`config.mk`:
```
export PLATFORM = sky130hd
export DESIGN_NAME = line_follower_route_controller_top
export DESIGN_NICKNAME = d
export VERILOG_FILES = /design/src/rtl/core/lfrc_pkg.sv /design/src/rtl/core/line_follower_route_controller_top.sv
export SDC_FILE = /design/constraint.sdc
export NUM_CORES = 1
export LEC_CHECK = 0
export BUFFER_PORTS_ARGS = -buffer_cell sky130_fd_sc_hd__buf_2
export CAP_MARGIN = 20
export CORE_ASPECT_RATIO = 0.7
export CORE_MARGIN = 2
export CORE_UTILIZATION = 24
export CTS_CLUSTER_DIAMETER = 40
export DETAILED_ROUTE_END_ITERATION = 16
export SLEW_MARGIN = 40
export SYNTH_ARGS = -nofsm -noshare
export SYNTH_HDL_FRONTEND = slang
export SYNTH_SLANG_ARGS = --single-unit
export TNS_END_PERCENT = 5
```
`constraint.sdc`:
```
create_clock -name clk -period 5.15 [get_ports clk]
set_clock_uncertainty 0.05 [all_clocks]
set_input_delay 1.545 -clock clk [delete_from_list [all_inputs] [get_ports clk]]
set_output_delay 1.545 -clock clk [all_outputs]
set_load 0.05 [all_outputs]
```
`src/rtl/core/lfrc_pkg.sv`:
```
// Shared types, mode codes and drive helpers for the line follower route controller.
`timescale 1ns / 1ps

package lfrc_pkg;

	// Mode codes
	localparam logic [2:0] MODE_FOLLOW = 3'd0;
	localparam logic [2:0] MODE_SPIN_L = 3'd1;
	localparam logic [2:0] MODE_SPIN_R = 3'd2;
	localparam logic [2:0] MODE_ALIGN  = 3'd3;
	localparam logic [2:0] MODE_CROSS  = 3'd4;

	// Route action codes
	localparam logic [1:0] ACT_NONE  = 2'd0;
	localparam logic [1:0] ACT_LEFT  = 2'd1;
	localparam logic [1:0] ACT_RIGHT = 2'd2;
	localparam logic [1:0] ACT_CROSS = 2'd3;

	// Configuration register indexes
	localparam logic [1:0] REG_ROUTE_ACTIONS = 2'd0;
	localparam logic [1:0] REG_ROUTE_LENGTH  = 2'd1;
	localparam logic [1:0] REG_ALIGN_TICKS   = 2'd2;

	// Reset values of the configuration registers
	localparam logic [31:0] ROUTE_ACTIONS_RST = 32'd976311;
	localparam logic [4:0]  ROUTE_LENGTH_RST  = 5'd10;
	localparam logic [15:0] ALIGN_TICKS_RST   = 16'd1000;

	// Drive image masks and bits
	localparam logic [7:0] DRV_KEEP_MASK = 8'hCF & 8'h3F & 8'hF9;
	localparam logic [7:0] DRV_STOP_MASK = 8'hCF;
	localparam logic [7:0] DRV_EN        = 8'h30;
	localparam logic [7:0] DRV_A_FWD     = 8'h80;
	localparam logic [7:0] DRV_A_REV     = 8'h40;
	localparam logic [7:0] DRV_B_FWD     = 8'h02;
	localparam logic [7:0] DRV_B_REV     = 8'h04;

	// Result beat layout
	typedef struct packed {
		logic [2:0] current_mode;
		logic [4:0] route_position;
		logic       junction_seen;
		logic [7:0] motor_port;
	} result_t;

	function automatic logic [7:0] drv_front(input logic [7:0] d);
		return (d & DRV_KEEP_MASK) | DRV_A_FWD | DRV_B_FWD | DRV_EN;
	endfunction

	function automatic logic [7:0] drv_soft_right(input logic [7:0] d);
		return (d & DRV_KEEP_MASK) | DRV_B_FWD | DRV_EN;
	endfunction

	function automatic logic [7:0] drv_soft_left(input logic [7:0] d);
		return (d & DRV_KEEP_MASK) | DRV_A_FWD | DRV_EN;
	endfunction

	function automatic logic [7:0] drv_spin_right(input logic [7:0] d);
		return (d & DRV_KEEP_MASK) | DRV_A_REV | DRV_B_FWD | DRV_EN;
	endfunction

	function automatic logic [7:0] drv_spin_left(input logic [7:0] d);
		return (d & DRV_KEEP_MASK) | DRV_A_FWD | DRV_B_REV | DRV_EN;
	endfunction

	// Steering on sensors 1 and 7 (1 white); both black keeps the drive
	function automatic logic [7:0] steer(input logic [8:0] s, input logic [7:0] d);
		logic [7:0] r;
		r = d;
		if (s[1] && s[7]) begin
			r = drv_front(d);
		end else if (!s[1] && s[7]) begin
			r = drv_soft_right(d);
		end else if (s[1] && !s[7]) begin
			r = drv_soft_left(d);
		end
		return r;
	endfunction

endpackage

```
`src/rtl/core/line_follower_route_controller_top.sv`:
```
// Line follower route controller: mode update per sensor beat with a two-entry result buffer.
`timescale 1ns / 1ps

// Channel  | Dir | Payload (low bit first)                                   | Handshake
// s_axis   | in  | s_tdata: sensor_bits[8:0], zero pad to 16                  | s_tvalid/s_tready
// m_axis   | out | m_tdata: motor_port[7:0], junction_seen, route_position[4:0],
//          |     |          current_mode[2:0], zero pad to 24                 | m_tvalid/m_tready
// cfg      | in  | cfg_index selects register, cfg_wdata[31:0]                | cfg_we, no wait
//
// One beat in, one beat out. Each sample is decoded and the mode state updated in the
// cycle it is accepted; its result is registered in the output or the skid entry.
// One beat per clock while m_tready is high; the two-entry output buffer lets s_tready
// stay high while one result waits. s_tready drops only when both entries hold results.
// arst_n clears mode, route index, align count, drive image and valid flags; presets cfg.

module line_follower_route_controller_top
	import lfrc_pkg::*;
#(
	parameter int ROUTE_DEPTH = 16
) (
	input  logic        clk,
	input  logic        arst_n,
	// sensor beats
	input  logic        s_tvalid,
	output logic        s_tready,
	input  logic [15:0] s_tdata,   // sensor_bits[8:0]
	// result beats
	output logic        m_tvalid,
	input  logic        m_tready,
	output logic [23:0] m_tdata,   // motor_port[7:0], junction_seen, route_position[4:0],
	                               // current_mode[2:0]
	// configuration writes
	input  logic        cfg_we,
	input  logic [1:0]  cfg_index,
	input  logic [31:0] cfg_wdata
);

	localparam logic [4:0] DEPTH_LIM = 5'(ROUTE_DEPTH);

	logic [31:0] route_actions_q;
	logic [4:0]  route_length_q;
	logic [15:0] align_ticks_q;

	logic [2:0]  mode_q, mode_n;
	logic [4:0]  idx_q, idx_n;
	logic [15:0] cnt_q, cnt_n, cnt_inc;
	logic [7:0]  drv_q, drv_n;
	logic        junc;
	logic [8:0]  sens;
	logic        side_white, right_side, left_side, finish;
	logic [4:0]  limit;
	logic [31:0] act_word;
	logic [1:0]  act;

	result_t     res, out_q, skid_q;
	logic        out_v_q, skid_v_q;
	logic        push, pop;

	// Configuration registers
	always_ff @(posedge clk or negedge arst_n) begin
		if (!arst_n) begin
			route_actions_q <= ROUTE_ACTIONS_RST;
			route_length_q  <= ROUTE_LENGTH_RST;
			align_ticks_q   <= ALIGN_TICKS_RST;
		end else if (cfg_we) begin
			case (cfg_index)
				REG_ROUTE_ACTIONS: route_actions_q <= cfg_wdata;
				REG_ROUTE_LENGTH:  route_length_q  <= cfg_wdata[4:0];
				REG_ALIGN_TICKS:   align_ticks_q   <= cfg_wdata[15:0];
				default: ;
			endcase
		end
	end

	assign sens       = s_tdata[8:0];
	assign right_side = (sens[4:0] == 5'd0) && sens[8];
	assign left_side  = (sens[8:4] == 5'd0) && sens[0];
	assign limit      = (route_length_q < DEPTH_LIM) ? route_length_q : DEPTH_LIM;
	assign act_word   = route_actions_q >> {idx_q[3:0], 1'b0};
	assign act        = act_word[1:0];
	assign cnt_inc    = (cnt_q != 16'hFFFF) ? cnt_q + 16'd1 : cnt_q;

	// Next state for one sample
	always_comb begin
		mode_n     = mode_q;
		idx_n      = idx_q;
		cnt_n      = cnt_q;
		drv_n      = drv_q;
		junc       = 1'b0;
		finish     = 1'b0;
		side_white = (mode_q == MODE_SPIN_L) ? (&sens[8:4]) : (&sens[4:0]);
		case (mode_q)
			MODE_SPIN_L, MODE_SPIN_R: begin
				if (!side_white) begin
					drv_n = (mode_q == MODE_SPIN_L) ? drv_spin_left(drv_q)
					                                : drv_spin_right(drv_q);
				end else if (align_ticks_q == 16'd0) begin
					finish = 1'b1;
				end else begin
					cnt_n  = 16'd0;
					mode_n = MODE_ALIGN;
				end
			end
			MODE_ALIGN: begin
				drv_n = steer(sens, drv_q);
				cnt_n = cnt_inc;
				if (cnt_inc >= align_ticks_q) begin
					finish = 1'b1;
				end
			end
			MODE_CROSS: begin
				if (!sens[0] || !sens[8]) begin
					drv_n = drv_front(drv_q);
				end else begin
					finish = 1'b1;
				end
			end
			default: begin
				// follow: junction check, then route action or steering
				mode_n = MODE_FOLLOW;
				drv_n  = steer(sens, drv_q);
				if (right_side || left_side) begin
					junc = 1'b1;
					if (idx_q < limit) begin
						case (act)
							ACT_LEFT: begin
								mode_n = MODE_SPIN_L;
								drv_n  = drv_q;
							end
							ACT_RIGHT: begin
								mode_n = MODE_SPIN_R;
								drv_n  = drv_q;
							end
							ACT_CROSS: begin
								mode_n = MODE_CROSS;
								drv_n  = drv_q;
							end
							default: idx_n = idx_q + 5'd1;
						endcase
					end
				end
			end
		endcase
		// end of an action: stop, consume the entry, back to follow
		if (finish) begin
			drv_n  = drv_n & DRV_STOP_MASK;
			idx_n  = (idx_q != 5'd31) ? idx_q + 5'd1 : idx_q;
			mode_n = MODE_FOLLOW;
		end
	end

	assign res.motor_port     = drv_n;
	assign res.junction_seen  = junc;
	assign res.route_position = idx_n;
	assign res.current_mode   = mode_n;

	assign s_tready = !skid_v_q;
	assign push     = s_tvalid && s_tready;
	assign pop      = out_v_q && m_tready;

	// Mode state
	always_ff @(posedge clk or negedge arst_n) begin
		if (!arst_n) begin
			mode_q <= MODE_FOLLOW;
			idx_q  <= 5'd0;
			cnt_q  <= 16'd0;
			drv_q  <= 8'd0;
		end else if (push) begin
			mode_q <= mode_n;
			idx_q  <= idx_n;
			cnt_q  <= cnt_n;
			drv_q  <= drv_n;
		end
	end

	// Output register and skid entry
	always_ff @(posedge clk or negedge arst_n) begin
		if (!arst_n) begin
			out_v_q  <= 1'b0;
			skid_v_q <= 1'b0;
		end else if (skid_v_q) begin
			if (pop) begin
				skid_v_q <= 1'b0;
			end
		end else if (push) begin
			if (!out_v_q || pop) begin
				out_v_q <= 1'b1;
			end else begin
				skid_v_q <= 1'b1;
			end
		end else if (pop) begin
			out_v_q <= 1'b0;
		end
	end

	// Buffer payloads
	always_ff @(posedge clk) begin
		if (skid_v_q) begin
			if (pop) begin
				out_q <= skid_q;
			end
		end else if (push) begin
			if (!out_v_q || pop) begin
				out_q <= res;
			end else begin
				skid_q <= res;
			end
		end
	end

	assign m_tvalid = out_v_q;
	assign m_tdata  = {7'd0, out_q};

endmodule

```
==> impl_metrics.py <==
metrics = {
    "global_routing": {
        "grt_pass1_wl_mm": 26.7,
        "antenna_found_initial": 0,
        "grt_max_degree": 70,
        "grt_usage_pct": 11.9,
        "gr-total-overflow": 0,
        "grt_pass1_vias": 4779,
    },
    "cts": {
        "cts_resized": 0,
        "clk_path_buf_depth": 2,
        "cts-root-buf": "clkbuf_16",
        "cts_sinks": 115,
        "htree_levels": 4,
        "cts.clk_slew.worst_paths_ps": 60,
        "cts_buffers": 17,
        "insertion_delay_ps": 420,
        "cts_setup_buffers": 0,
        "cts_hold_buf": 0,
        "cts_tree": "done",
    },
    "logic_synthesis": {
        "async_flop_share_pct": 73.9,
        "synth_area_leaders": "dfrtp_1 (24%), edfxtp_1 (14%), mux2_2 (11%), dfstp_2 (8.7%), ha_1 (4.5%)",
        "synth_seq_area_share_pct": 46.1,
        "syn-instance-count": 610,
        "yosys_warnings": 0,
        "synth_edf_count": 30,
        "ys.flop_type": "dfrtp_1",
        "synth_area_leader_cell": "dfrtp_1",
        "syn_area_per_cell_um2": 10.9,
        "ys_ff_latch": 115,
        "synth_top_area_share_pct": 23.8,
        "synth_area_um2": 6620,
        "ys_types": 76,
    },
    "run": {
        "drv_cap": 0,
    },
    "layout": {
        "diodes": 0,
        "layout_common_cells": "mux2_2 (64), dfrtp_1 (63), buf_2 (63), nand2_1 (40), nor2_1 (39)",
        "n_fill_cell": 2819,
        "syn_to_final_growth_pct": 18.9,
        "drive_above_1_share_pct": 30.5,
        "nets": 749,
        "final_common_cell": "mux2_2",
    },
    "floorplanning": {
        "die_h_um": 143,
        "core_area_um2": 26900,
        "initial_core_util_pct": 24.6,
        "die_w_um": 203,
        "dieArea_um2": 29000,
        "placementRows": 50,
        "io_pins": 81,
    },
    "power_and_ir_drop": {
        "p_clk_share_pct": 31.6,
        "p_sw_share_pct": 37.1,
        "intPower_uw": 2340,
        "p_leak_uw": 0.00322,
        "finalPower_uw": 3720,
        "power_density_nw_per_um2": 472,
        "p_sw_uw": 1380,
        "seqPwrFrac_pct": 37.6,
        "vdd_ir_drop_max_v": 0.000242,
        "comb_power_share_pct": 30.7,
    },
    "setup_path": {
        "end_kind": "register",
        "regToRegEndpoint": "idx_q[1]",
        "critPathSlowestCell": "dfrtp_1",
        "cpPeakStageDelay_ps": 450,
        "critPathKind": "register to register",
        "crit_required_ps": 5400,
        "critPathBufInv": 0,
        "rr_worst_depth": 14,
        "startpoint_type": "register",
        "crit_family": "simple AND/OR/NAND/NOR gates",
        "path_cells": "nand3_1 -> or2_2 -> nor3_1 -> and3_1 -> nand3_1 -> o21a_1 -> ha_1 -> nand2_1 -> nor3_1 -> o221ai_1 -> a31oi_1 -> o21ai_1 -> a21oi_1 -> mux2_2",
        "cp_data_arrival_time_ps": 4440,
        "r2r_start": "cnt_q[3]",
        "worstPathMaxFanout": 7,
        "r2r_slack_ps": 960,
    },
    "placed_design": {
        "hpwl_mm": 12.2,
        "place_congestion": 0.802,
        "port_buffers": 64,
    },
    "timing": {
        "slew_headroom_pct": 45.2,
        "finalHoldViolCount": 0,
        "fin_tns_setup_ps": 0,
        "rsz0062_at_grt": "no",
        "min_period_over_period_pct": 81.4,
        "drv_slew": 0,
        "worst_slew_pin_slew_ps": 819,
        "fin_crit_ps": 4190,
        "fmax_mhz": 238,
        "setup_viol": 0,
    },
    "routing": {
        "dr.pass1.iters": 7,
        "viasPerCell": 4.77,
        "ant_nets": 0,
        "avgRoutedWirePerCell_um": 15.7,
        "drt_iter0_drc": 502,
        "routed_wl_mm": 16.5,
        "num_vias": 4990,
        "drc_errors": 0,
    },
    "outcome": {
        "status": "completed",
    },
    "hold_path": {
        "holdPathEnd": "route_actions_q[11]",
        "holdPathStages": 1,
        "min_from": "route_actions_q[11]",
        "hold_class": "register to register",
    },
}
==> layout make-up <==
type | instances | area, um^2 | area share (%)
clock buffers | 20 | 478 | 6.07
repair buffers | 70 | 372 | 4.72
flip-flops and latches | 115 | 3060 | 38.8
clock inverters | 12 | 115 | 1.46
inverters | 30 | 113 | 1.43
multi-input cells | 436 | 3290 | 41.7
well taps | 364 | 455 | 5.78
==> worst max-delay path by stage <==
stage | start | to | slack, ps | cells after the start
2_1_floorplan | s_tdata[0] | m_tdata[7] | 1450 | 7
3_3_place_gp | cnt_q[3] | idx_q[1] | 980 | 14
3_5_place_dp | cnt_q[3] | idx_q[1] | 990 | 14
4_1_cts | cnt_q[3] | idx_q[1] | 950 | 14
5_1_grt | cnt_q[3] | idx_q[1] | 580 | 14
6_report | cnt_q[3] | idx_q[1] | 960 | 14
==> routing by layer <==
metal	part of all wire, %	global-route usage (%)	wire, um
met4	0.50	3.15	82
met5	0	0	0
met1	53	18.5	8750
met2	40	15.5	6580
met3	6.4	3.38	1050
==> flip-flops by register name, summed over array words and instances, names as in the netlist <==
register         cells
route_actions_q     32
align_ticks_q       16
cnt_q               16
m_tdata             15
skid_q              15
drv_q                6
idx_q                5
route_length_q       5
mode_q               3
m_tvalid             1
skid_v_q             1
==> power by group through the flow <==
| stage | combinational (uW) | sequential, uW | clock (uW) |
|---|---|---|---|
| 6_report | 1140 | 1400 | 1180 |
| 5_1_grt | 1240 | 1430 | 1250 |
| 4_1_cts | 1140 | 1400 | 1200 |
| 3_5_place_dp | 1140 | 1420 | 0 |
| 3_3_place_gp | 1120 | 1410 | 0 |
| 2_1_floorplan | 779 | 1490 | 0 |
==> Yosys cell counts, types with 5 or more instances <==
library cell,instances
nor2_1,39
o31ai_1,10
nor4_1,8
a211oi_1,5
dfstp_2,22
nand3_1,21
and3_1,5
o21ai_0,36
a21oi_1,26
mux4_2,5
nor3_1,9
xor2_1,7
mux2_2,64
edfxtp_1,30
clkbuf_1,19
buf_2,5
nor2b_1,7
ha_1,24
nand4_1,7
dfrtp_1,63
inv_1,30
and4_1,5
nand3b_1,7
o21a_1,9
nand2_1,40
o22ai_1,5
xnor2_1,12
buf_4,9
==> stage by stage <==
stage / instances / hold WS, ps / utilization (%) / worst slack (ps) / cell area [um^2]
finish: 1047 / 449 / 29.3 / 957 / 7880
global route: 1047 / 466 / 29.3 / 583 / 7880
CTS: 1046 / 450 / 29.3 / 948 / 7870
detailed placement: 1014 / 437 / 27.0 / 994 / 7280
global placement: 1014 / 434 / 27.0 / 980 / 7270
floorplan: 618 / 420 / - / 1450 / 6650
==> kinds of logic after synthesis <==
kind of cell / Yosys count / synth area share [%]
flip-flops: 115 / 46.1
buffers and inverters: 67 / 4.74
AO/OA/AOI/OAI: 140 / 14.3
AND/OR/NAND/NOR: 168 / 13.3
multiplexers: 75 / 14.2
adder cells (fa/ha/maj): 25 / 4.69
XOR/XNOR: 19 / 2.51
other: 1 / 0.0566
(Power assumes the default switching activity.)
